--- src/rtl/ple_pkg.sv ---
// ----------------------------------------------------------------------------
// ple_pkg - shared definitions for the positional list engine
// Operation and status codes, field widths and the control word that is
// broadcast along the row of storage cells.
// ----------------------------------------------------------------------------
package ple_pkg;

    // Fixed field widths of the request and response channels.
    localparam int FUNC_W = 3;
    localparam int POS_W  = 8;
    localparam int VAL_W  = 32;
    localparam int CNT_W  = 7;
    localparam int STAT_W = 2;

    // Defaults for the top-level parameters.
    localparam int CAPACITY_DEF   = 64;
    localparam int DATA_WIDTH_DEF = 32;

    // Wide enough for any cell index or fill level up to the largest capacity.
    localparam int AT_W = 11;

    // Cells per group of the removed-value OR tree.
    localparam int GROUP = 32;

    typedef enum logic [FUNC_W-1:0] {
        FN_APPEND     = 3'd0,
        FN_POP_BACK   = 3'd1,
        FN_PUSH_FRONT = 3'd2,
        FN_POP_FRONT  = 3'd3,
        FN_INSERT_AT  = 3'd4,
        FN_ERASE_AT   = 3'd5
    } t_func;

    typedef enum logic [STAT_W-1:0] {
        ST_DONE  = 2'd0,
        ST_EMPTY = 2'd1,
        ST_FULL  = 2'd2
    } t_status;

    // Broadcast to every cell: shift right from 'at' (insert) or shift left
    // from 'at' (remove). At most one of ins and rem is set.
    typedef struct packed {
        logic            ins;
        logic            rem;
        logic [AT_W-1:0] at;
    } t_cell_ctl;

endpackage

--- src/rtl/ple_cell.sv ---
// ----------------------------------------------------------------------------
// ple_cell - one storage slot of the list
// Holds one element and takes its left or right neighbor's element, the new
// value, or keeps its own, by comparing its index with the broadcast position.
// ----------------------------------------------------------------------------
module ple_cell #(
    parameter int DATA_WIDTH = ple_pkg::DATA_WIDTH_DEF,
    parameter int IDX        = 0
) (
    input  logic                  i_clk,
    input  ple_pkg::t_cell_ctl    i_ctl,
    input  logic [DATA_WIDTH-1:0] i_new,
    input  logic [DATA_WIDTH-1:0] i_left,
    input  logic [DATA_WIDTH-1:0] i_right,
    output logic [DATA_WIDTH-1:0] o_data,
    output logic [DATA_WIDTH-1:0] o_tap
);
    import ple_pkg::*;

    localparam logic [AT_W-1:0] MY_IDX = AT_W'(IDX);

    logic [DATA_WIDTH-1:0] r_data;
    logic [DATA_WIDTH-1:0] n_data;

    always_comb begin
        n_data = r_data;
        if (i_ctl.ins) begin
            if (MY_IDX > i_ctl.at) begin
                n_data = i_left;
            end else if (MY_IDX == i_ctl.at) begin
                n_data = i_new;
            end
        end else if (i_ctl.rem && (MY_IDX >= i_ctl.at)) begin
            n_data = i_right;
        end
    end

    always_ff @(posedge i_clk) begin
        r_data <= n_data;
    end

    assign o_data = r_data;
    // The element being removed leaves through this tap; all others give zero.
    assign o_tap  = (i_ctl.rem && (MY_IDX == i_ctl.at)) ? r_data : '0;

endmodule

--- config.mk ---
export PLATFORM = sky130hd
export DESIGN_NAME = ple_cell
export DESIGN_NICKNAME = d
export VERILOG_FILES = /design/src/rtl/ple_pkg.sv /design/src/rtl/ple_cell.sv
export SDC_FILE = /design/constraint.sdc
export NUM_CORES = 1
export LEC_CHECK = 0
export BUFFER_PORTS_ARGS = -buffer_cell sky130_fd_sc_hd__buf_2
export CAP_MARGIN = 15
export CORE_ASPECT_RATIO = 1.75
export CORE_MARGIN = 4
export CORE_UTILIZATION = 25
export DETAILED_ROUTE_END_ITERATION = 6
export PLACE_DENSITY = 0.58
export SYNTH_ARGS = -nofsm -noshare
export SYNTH_HDL_FRONTEND = slang
export SYNTH_SLANG_ARGS = --single-unit
--- constraint.sdc ---
create_clock -name i_clk -period 5.9 [get_ports i_clk]
set_input_delay 0.59 -clock i_clk [delete_from_list [all_inputs] [get_ports i_clk]]
set_output_delay 0.59 -clock i_clk [all_outputs]
set_load 0.01 [all_outputs]
==> results.cfg, run 1 <==
[finish]
final_common_cell = buf_2
final_cell_mix = buf_2 (141), mux2_2 (32), nand2_1 (32), edfxtp_1 (32), nor4_2 (31)
layout-drive-gt1-share_pct = 75.97
nNetsFinal = 393
diodes = 0
largest_reg_flops = 32
final_cells = 371
areaGrowthSynthToFinish_pct = 41.75

[cts]
hold_buffers = 0
cts.repair.resized = 0
cts_tree = done
clk_pin_slew_ps = 50
cts-buffers-inserted = 5
cts_sinks = 32
cts_setup_buffers = 0
cts_buffer_depth = 2
htreeDepth = 2
cts_root_buf = clkbuf_16

[hold_path]
hold_depth = 2
min_to = o_data[6]
worstHoldStart = i_new[6]
hold_path.class = in -> reg

[drt]
drt_iter0_markers = 51
vias_per_cell = 4.717
drt-total-wl_um = 6135
vias = 1750
dr.pass1.iters = 4
wl_per_cell_um = 16.54
antenna_left = 0
route.detailed.drc = 0

[pwr]
total_leakage_power_nw = 1.178
netSwitchingFraction_pct = 20.93
p_sw_uw = 116.7
internal_power_uw = 440.6
p_seq_share_pct = 45.3
clkPwrFrac_pct = 42.8
peakVddDrop_v = 0.0001962
p_per_area_nw_per_um2 = 196.4
comb_power_share_pct = 11.9

[synth]
synth_cells = 153
synth-compound-area-share_pct = 0
synthMuxAreaShare_pct = 18.00
yosys.area.top_type_share_pct = 48.00
avgSynthCellArea_um2 = 13.08
synth_cell_types = 13
synth_fp_nets = 263
synth-simple-area-share_pct = 27.12
synthTopCellsByArea = edfxtp_1 (48%), nor4_2 (19%), mux2_2 (18%)
synthXorXnorAreaFrac_pct = 0
ys_warn_count = 0
ys_seq_elements = 32
synth_area_leader_cell = edfxtp_1
synthAdderAreaFrac_pct = 0
syn-cell-area_um2 = 2002
synth_top_family_by_area = simple AND/OR/NAND/NOR gates
synth_seq_area_share_pct = 48.00

[die]
dieHeight_um = 126.4
start_util_pct = 26.09
die_area_um2 = 9560
die_w_um = 75.65
core_um2 = 7672
io_pins = 174
rows = 42

[worst_setup_path]
critical_path_class = in -> out
cpMostUsedCell = buf_2
critPathMaxStageDelay_ps = 1120
start_kind = input port
endpoint_kind = primary output
worstPathMaxFanout = 33
crit_required_ps = 5310
path_cells = buf_2 -> or4_2 -> nor4_2 -> buf_2
crit_buf_inv = 2
cpMaxStageDelayCell = or4_2
cp_top_family = simple AND/OR/NAND/NOR gates
crit_arrival_ps = 2430

[placed_design]
dp_hpwl_um = 4530
post-place-ws_ps = 2863
gp_congestion = 0.7716
portBuffers = 141
dp_cells = 364

[global_routing]
first_global_vias = 1765
grt_pass1_wl_um = 8976
grt_use_total_pct = 12.71
antenna_found_initial = 0
grt-ovfl-total = 0
grt_max_degree = 34

[sta]
worstMarginPinSlew_ps = 977.1
period_share_pct = 51.19
fmax_mhz = 331.1
period_needed_ps = 3020
fin_ws_ps = 2880
finalSetupViolCount = 0
maxSlewViolCount = 0
grt_setup_unrepaired = false
fin_tns_setup_ps = 0
hold_viol = 0
slew_headroom_pct = 34.86

[run_status]
status = finished, final reports clean

[flow_run]
maxCapViolCount = 0
==> how the worst max path moves through the flow <==
stage	startpoint	end	depth (start not counted)
5_1_grt	i_ctl[8]	o_tap[31]	4
6_report	i_ctl[8]	o_tap[2]	4
3_5_place_dp	i_ctl[8]	o_tap[2]	4
4_1_cts	i_ctl[8]	o_tap[2]	4
2_1_floorplan	i_ctl[1]	o_data[0]	3
3_3_place_gp	i_ctl[8]	o_tap[2]	4
==> cells by family after synthesis <==
kind of cell / after synthesis
simple gates: 69
flops: 32
buf+inv: 20
mux: 32
==> stage by stage <==
stage          instance area [um2]  utilization [%]  hold WS (ps)  power, mW
6_report                      2838            36.99         613.1     0.5573
5_1_grt                       2838            36.99         612.6     0.5850
4_1_cts                       2838            36.99         605.1     0.5707
3_5_place_dp                  2704            35.24         894.6     0.3241
3_3_place_gp                  2704            35.24         893.2     0.3227
2_1_floorplan                 2002                -         809.9     0.2967
==> routing by layer <==
layer / wire length (um) / vias up / track usage (%)
met5: 0 / - / 0
met4: 219 / 0 / 6.488
met3: 367 / 13 / 2.454
met2: 3452 / 78 / 23.94
met1: 2096 / 823 / 12.28
li1: - / 836 / -
==> layout make-up <==
type / count / area [um2]
fillers: 774 / 4835
flip-flops and latches: 32 / 960.9
multi-input cells: 101 / 912.1
repair buffers: 143 / 720.7
clock buffers: 6 / 128.9
well taps: 88 / 110.1
clock inverters: 1 / 5.005
==> cells in the mapped netlist <==
cell and number:
edfxtp_1 32, mux2_2 32, nand2_1 32, nor4_2 30
clkbuf_1 11, buf_2 5, buf_12 3, nor4_1 3
buf_6 1, nor2_1 1, or3_1 1, or4_1 1
or4_4 1
==> power groups by stage <==
| stage | Sequential [mW] | Clock [mW] | Combinational, mW |
|---|---|---|---|
| after floorplan | 0.257 | 0 | 0.0398 |
| after global placement | 0.257 | 0 | 0.0659 |
| after detailed placement | 0.257 | 0 | 0.0673 |
| after CTS | 0.252 | 0.251 | 0.0676 |
| after global routing | 0.252 | 0.259 | 0.0737 |
| final | 0.252 | 0.239 | 0.0662 |
(Power assumes the default switching activity.)
==> run 2, diff against run 1 <==
==> constraint.sdc (replaced) <==
create_clock -name i_clk -period 2.8 [get_ports i_clk]
set_input_delay 0.28 -clock i_clk [delete_from_list [all_inputs] [get_ports i_clk]]
set_output_delay 0.28 -clock i_clk [all_outputs]
set_load 0.01 [all_outputs]
==> results.cfg, run 2 (synthesized netlist as in run 1, its figures left out) <==
[run_status]
status = finished, final reports clean

[placed_design]
gp_congestion = 0.6982
post-place-ws_ps = 572.5
portBuffers = 141
dp_hpwl_um = 4703
dp_cells = 368

[pwr]
total_leakage_power_nw = 1.205
p_per_area_nw_per_um2 = 405.6
peakVddDrop_v = 0.0003041

[finish]
finalCoreUtilization_pct = 37.65
diodes = 0
final_cell_mix = buf_2 (141), mux2_2 (32), nand2_1 (32), edfxtp_1 (32), nor4_2 (30)
largest_reg_flops = 32
multi_input_area_um2 = 920.9
nNetsFinal = 397
register_area_um2 = 960.9
final_cells = 375
areaGrowthSynthToFinish_pct = 44.31
layout-drive-gt1-share_pct = 76.31
fill_cells = 778
final_common_cell = buf_2

[cts]
cts-buffers-inserted = 5
cts.repair.resized = 0
htreeDepth = 2
cts_tree = done
hold_buffers = 0
cts_root_buf = clkbuf_16
clk_pin_slew_ps = 50
cts_setup_buffers = 0
cts_sinks = 32
cts_buffer_depth = 2

[worst_setup_path]
cpMostUsedCell = buf_2
crit_buf_inv = 3
crit_arrival_ps = 1940
cpMaxStageDelayCell = or4_2
start_kind = input port
crit_required_ps = 2520
worstPathMaxFanout = 15
endpoint_kind = primary output
critPathMaxStageDelay_ps = 800
path_cells = buf_2 -> or4_2 -> buf_4 -> nor4_2 -> buf_2
cp_top_family = simple AND/OR/NAND/NOR gates
critical_path_class = in -> out

[flow_run]
maxCapViolCount = 0

[die]
start_util_pct = 26.09
dieHeight_um = 126.4
die_area_um2 = 9560
core_um2 = 7672
die_w_um = 75.65
io_pins = 174
rows = 42

[sta]
worstMarginPinSlew_ps = 610.8
period_needed_ps = 2218
finalSetupViolCount = 0
hold_slack_ps = 311.0
fmax_mhz = 450.8
slew_headroom_pct = 59.28
fin_ws_ps = 581.9
fin_tns_setup_ps = 0
hold_viol = 0
grt_setup_unrepaired = false
period_share_pct = 79.22
maxSlewViolCount = 0

[global_routing]
grt_use_total_pct = 12.80
first_global_vias = 1835
grt_pass1_wl_um = 9121
antenna_found_initial = 0
grt-ovfl-total = 0
grt_max_degree = 34

[drt]
wl_per_cell_um = 16.27
antenna_left = 0
drt-total-wl_um = 6102
vias_per_cell = 4.656
vias = 1746
drt_iter0_markers = 49
route.detailed.drc = 0
dr.pass1.iters = 4

[hold_path]
hold_path.class = in -> reg
## run 2: area by class of cell
type / count / share of cell area (%)
clock inverters: 1 / 0.1732
flip-flops and latches: 32 / 33.26
repair buffers: 147 / 26.42
clock buffers: 6 / 4.461
multi-input cells: 101 / 31.88
well taps: 88 / 3.811
## run 2: power by group
part           internal (mW)  switching, mW
sequential             0.532       0.000104
combinational         0.0785         0.0662
clock                  0.322          0.173
## run 2: through the flow
| stage | instance area [um2] | total power [mW] |
|---|---|---|
| 2_1_floorplan | 2017 | 0.6264 |
| 3_3_place_gp | 2755 | 0.6858 |
| 3_5_place_dp | 2755 | 0.6887 |
| 4_1_cts | 2889 | 1.201 |
| 5_1_grt | 2889 | 1.239 |
| 6_report | 2889 | 1.172 |
## run 2: per-layer routing
metal | routed length [um] | global-route usage, % | vias up | part of all wire (%)
met3 | 419 | 2.692 | 12 | 6.9
met2 | 3367 | 23.33 | 76 | 55
met4 | 197 | 5.870 | 0 | 3.2
met5 | 0 | 0 | - | 0
li1 | - | - | 843 | -
met1 | 2117 | 13.29 | 815 | 35
## run 2: worst paths after layout
check / startpoint / to / slack (ps) / depth (start not counted)
setup / recovery: i_ctl[8] / o_tap[1] / 580 / 5
hold / removal: i_new[10] / o_data[10] / 310 / 2
==> run 3, diff against run 2 <==
==> constraint.sdc (replaced) <==
create_clock -name i_clk -period 2.2 [get_ports i_clk]
set_input_delay 0.22 -clock i_clk [delete_from_list [all_inputs] [get_ports i_clk]]
set_output_delay 0.22 -clock i_clk [all_outputs]
set_load 0.01 [all_outputs]
==> results.cfg, run 3 (synthesized netlist as in run 1, its figures left out) <==
[die]
core_um2 = 7672
rows = 42
io_pins = 174
start_util_pct = 26.09
die_area_um2 = 9560
dieHeight_um = 126.4
die_w_um = 75.65

[sta]
fmax_mhz = 508.2
grt_setup_unrepaired = false
worstMarginPinSlew_ps = 358.7
finalSetupViolCount = 0
slew_headroom_pct = 76.09
maxSlewViolCount = 0
hold_viol = 0
period_share_pct = 89.45
period_needed_ps = 1968

[drt]
dr.pass1.iters = 4
vias = 1757
antenna_left = 0
drt-total-wl_um = 6321
vias_per_cell = 4.660
wl_per_cell_um = 16.77
route.detailed.drc = 0
drt_iter0_markers = 45

[finish]
finalCoreUtilization_pct = 38.34
areaGrowthSynthToFinish_pct = 46.94
fill_cells = 784
final_cell_mix = buf_2 (141), mux2_2 (32), nand2_1 (32), edfxtp_1 (32), nor4_2 (30)
layout-drive-gt1-share_pct = 76.47
multi_input_area_um2 = 923.4
register_area_um2 = 960.9
stdcell_area_um2 = 2942
final_common_cell = buf_2
largest_reg_flops = 32
nNetsFinal = 398
diodes = 0

[cts]
hold_buffers = 0
cts_root_buf = clkbuf_16
cts_sinks = 32
clk_pin_slew_ps = 50
cts_tree = done
htreeDepth = 2
cts_buffer_depth = 2
cts.repair.resized = 0
cts-buffers-inserted = 5
cts_setup_buffers = 0

[global_routing]
grt_max_degree = 33
grt-ovfl-total = 0
grt_use_total_pct = 13.07
first_global_vias = 1758
antenna_found_initial = 0
grt_pass1_wl_um = 9114

[pwr]
clkPwrFrac_pct = 47.5
netSwitchingFraction_pct = 20.34
comb_power_share_pct = 11.3
peakVddDrop_v = 0.0004280
total_leakage_power_nw = 1.227
p_per_area_nw_per_um2 = 559.0
internal_power_mw = 1.310
p_seq_share_pct = 41.1
p_sw_uw = 334.5

[placed_design]
gp_congestion = 0.7188
dp_hpwl_um = 4842
portBuffers = 141
placed_area_um2 = 2778

[hold_path]
hold_path.class = in -> reg

[worst_setup_path]
cpMostUsedCell = buf_2
critical_path_class = in -> out
critPathMaxStageDelay_ps = 660
worstPathMaxFanout = 22
cpMaxStageDelayCell = or4_4
endpoint_kind = primary output
crit_required_ps = 1980
crit_arrival_ps = 1750
start_kind = input port
path_cells = buf_2 -> or4_4 -> buf_4 -> nor4_2 -> buf_2

[flow_run]
maxCapViolCount = 0

[run_status]
status = finished, final reports clean
==> run 3: changes by cell type in the layout (fill, tap and decap cells not counted), sizes merged <==
cell / before / now
bufinv: 0 / 1
buf: 147 / 148
==> run 3: worst max-delay path: cells and delay by family <==
| family | cells | cell delay (ps) |
|---|---|---|
| and+or+nand+nor | 2 | 940 |
| buffers and inverters | 3 | 580 |
==> run 3: routing by layer <==
| layer | GRT usage (%) | vias to the layer above | routed length, um |
|---|---|---|---|
| met4 | 5.870 | 0 | 129 |
| met2 | 24.15 | 77 | 3621 |
| met5 | 0 | - | 0 |
| met1 | 13.46 | 824 | 2132 |
| met3 | 2.534 | 8 | 438 |
| li1 | - | 848 | - |
==> run 3: area by class of cell <==
| cell class | instances | share of cell area [%] |
|---|---|---|
| Tap cell | 88 | 3.743 |
| Sequential cell | 32 | 32.67 |
| Clock inverter | 2 | 1.191 |
| Timing Repair Buffer | 148 | 26.63 |
| Clock buffer | 6 | 4.381 |
| Multi-Input combinational cell | 101 | 31.39 |
==> run 3: power by group through the flow <==
stage	clock network [mW]	logic (mW)	registers (mW)
6_report	0.781	0.187	0.677
3_5_place_dp	0	0.190	0.689
2_1_floorplan	0	0.109	0.689
5_1_grt	0.834	0.208	0.676
4_1_cts	0.815	0.192	0.676
3_3_place_gp	0	0.185	0.689
==> run 3: metrics by stage <==
stage          TNS [ps]  std cells  hold slack [ps]  power (mW)  setup WS, ps
3_3_place_gp          0        369            523.4      0.8737         248.0
5_1_grt               0        377            233.4       1.717         99.89
3_5_place_dp          0        369            525.6      0.8787         212.9
2_1_floorplan     -8232        153            439.9      0.7983        -257.3
4_1_cts               0        377            229.4       1.683         212.5
6_report              0        377            238.0       1.644         232.1
==> run 3: worst paths after layout <==
check | from | end | slack, ps | depth (start not counted)
setup / recovery | i_ctl[8] | o_tap[27] | 230 | 5
hold / removal | i_right[16] | o_data[16] | 240 | 2
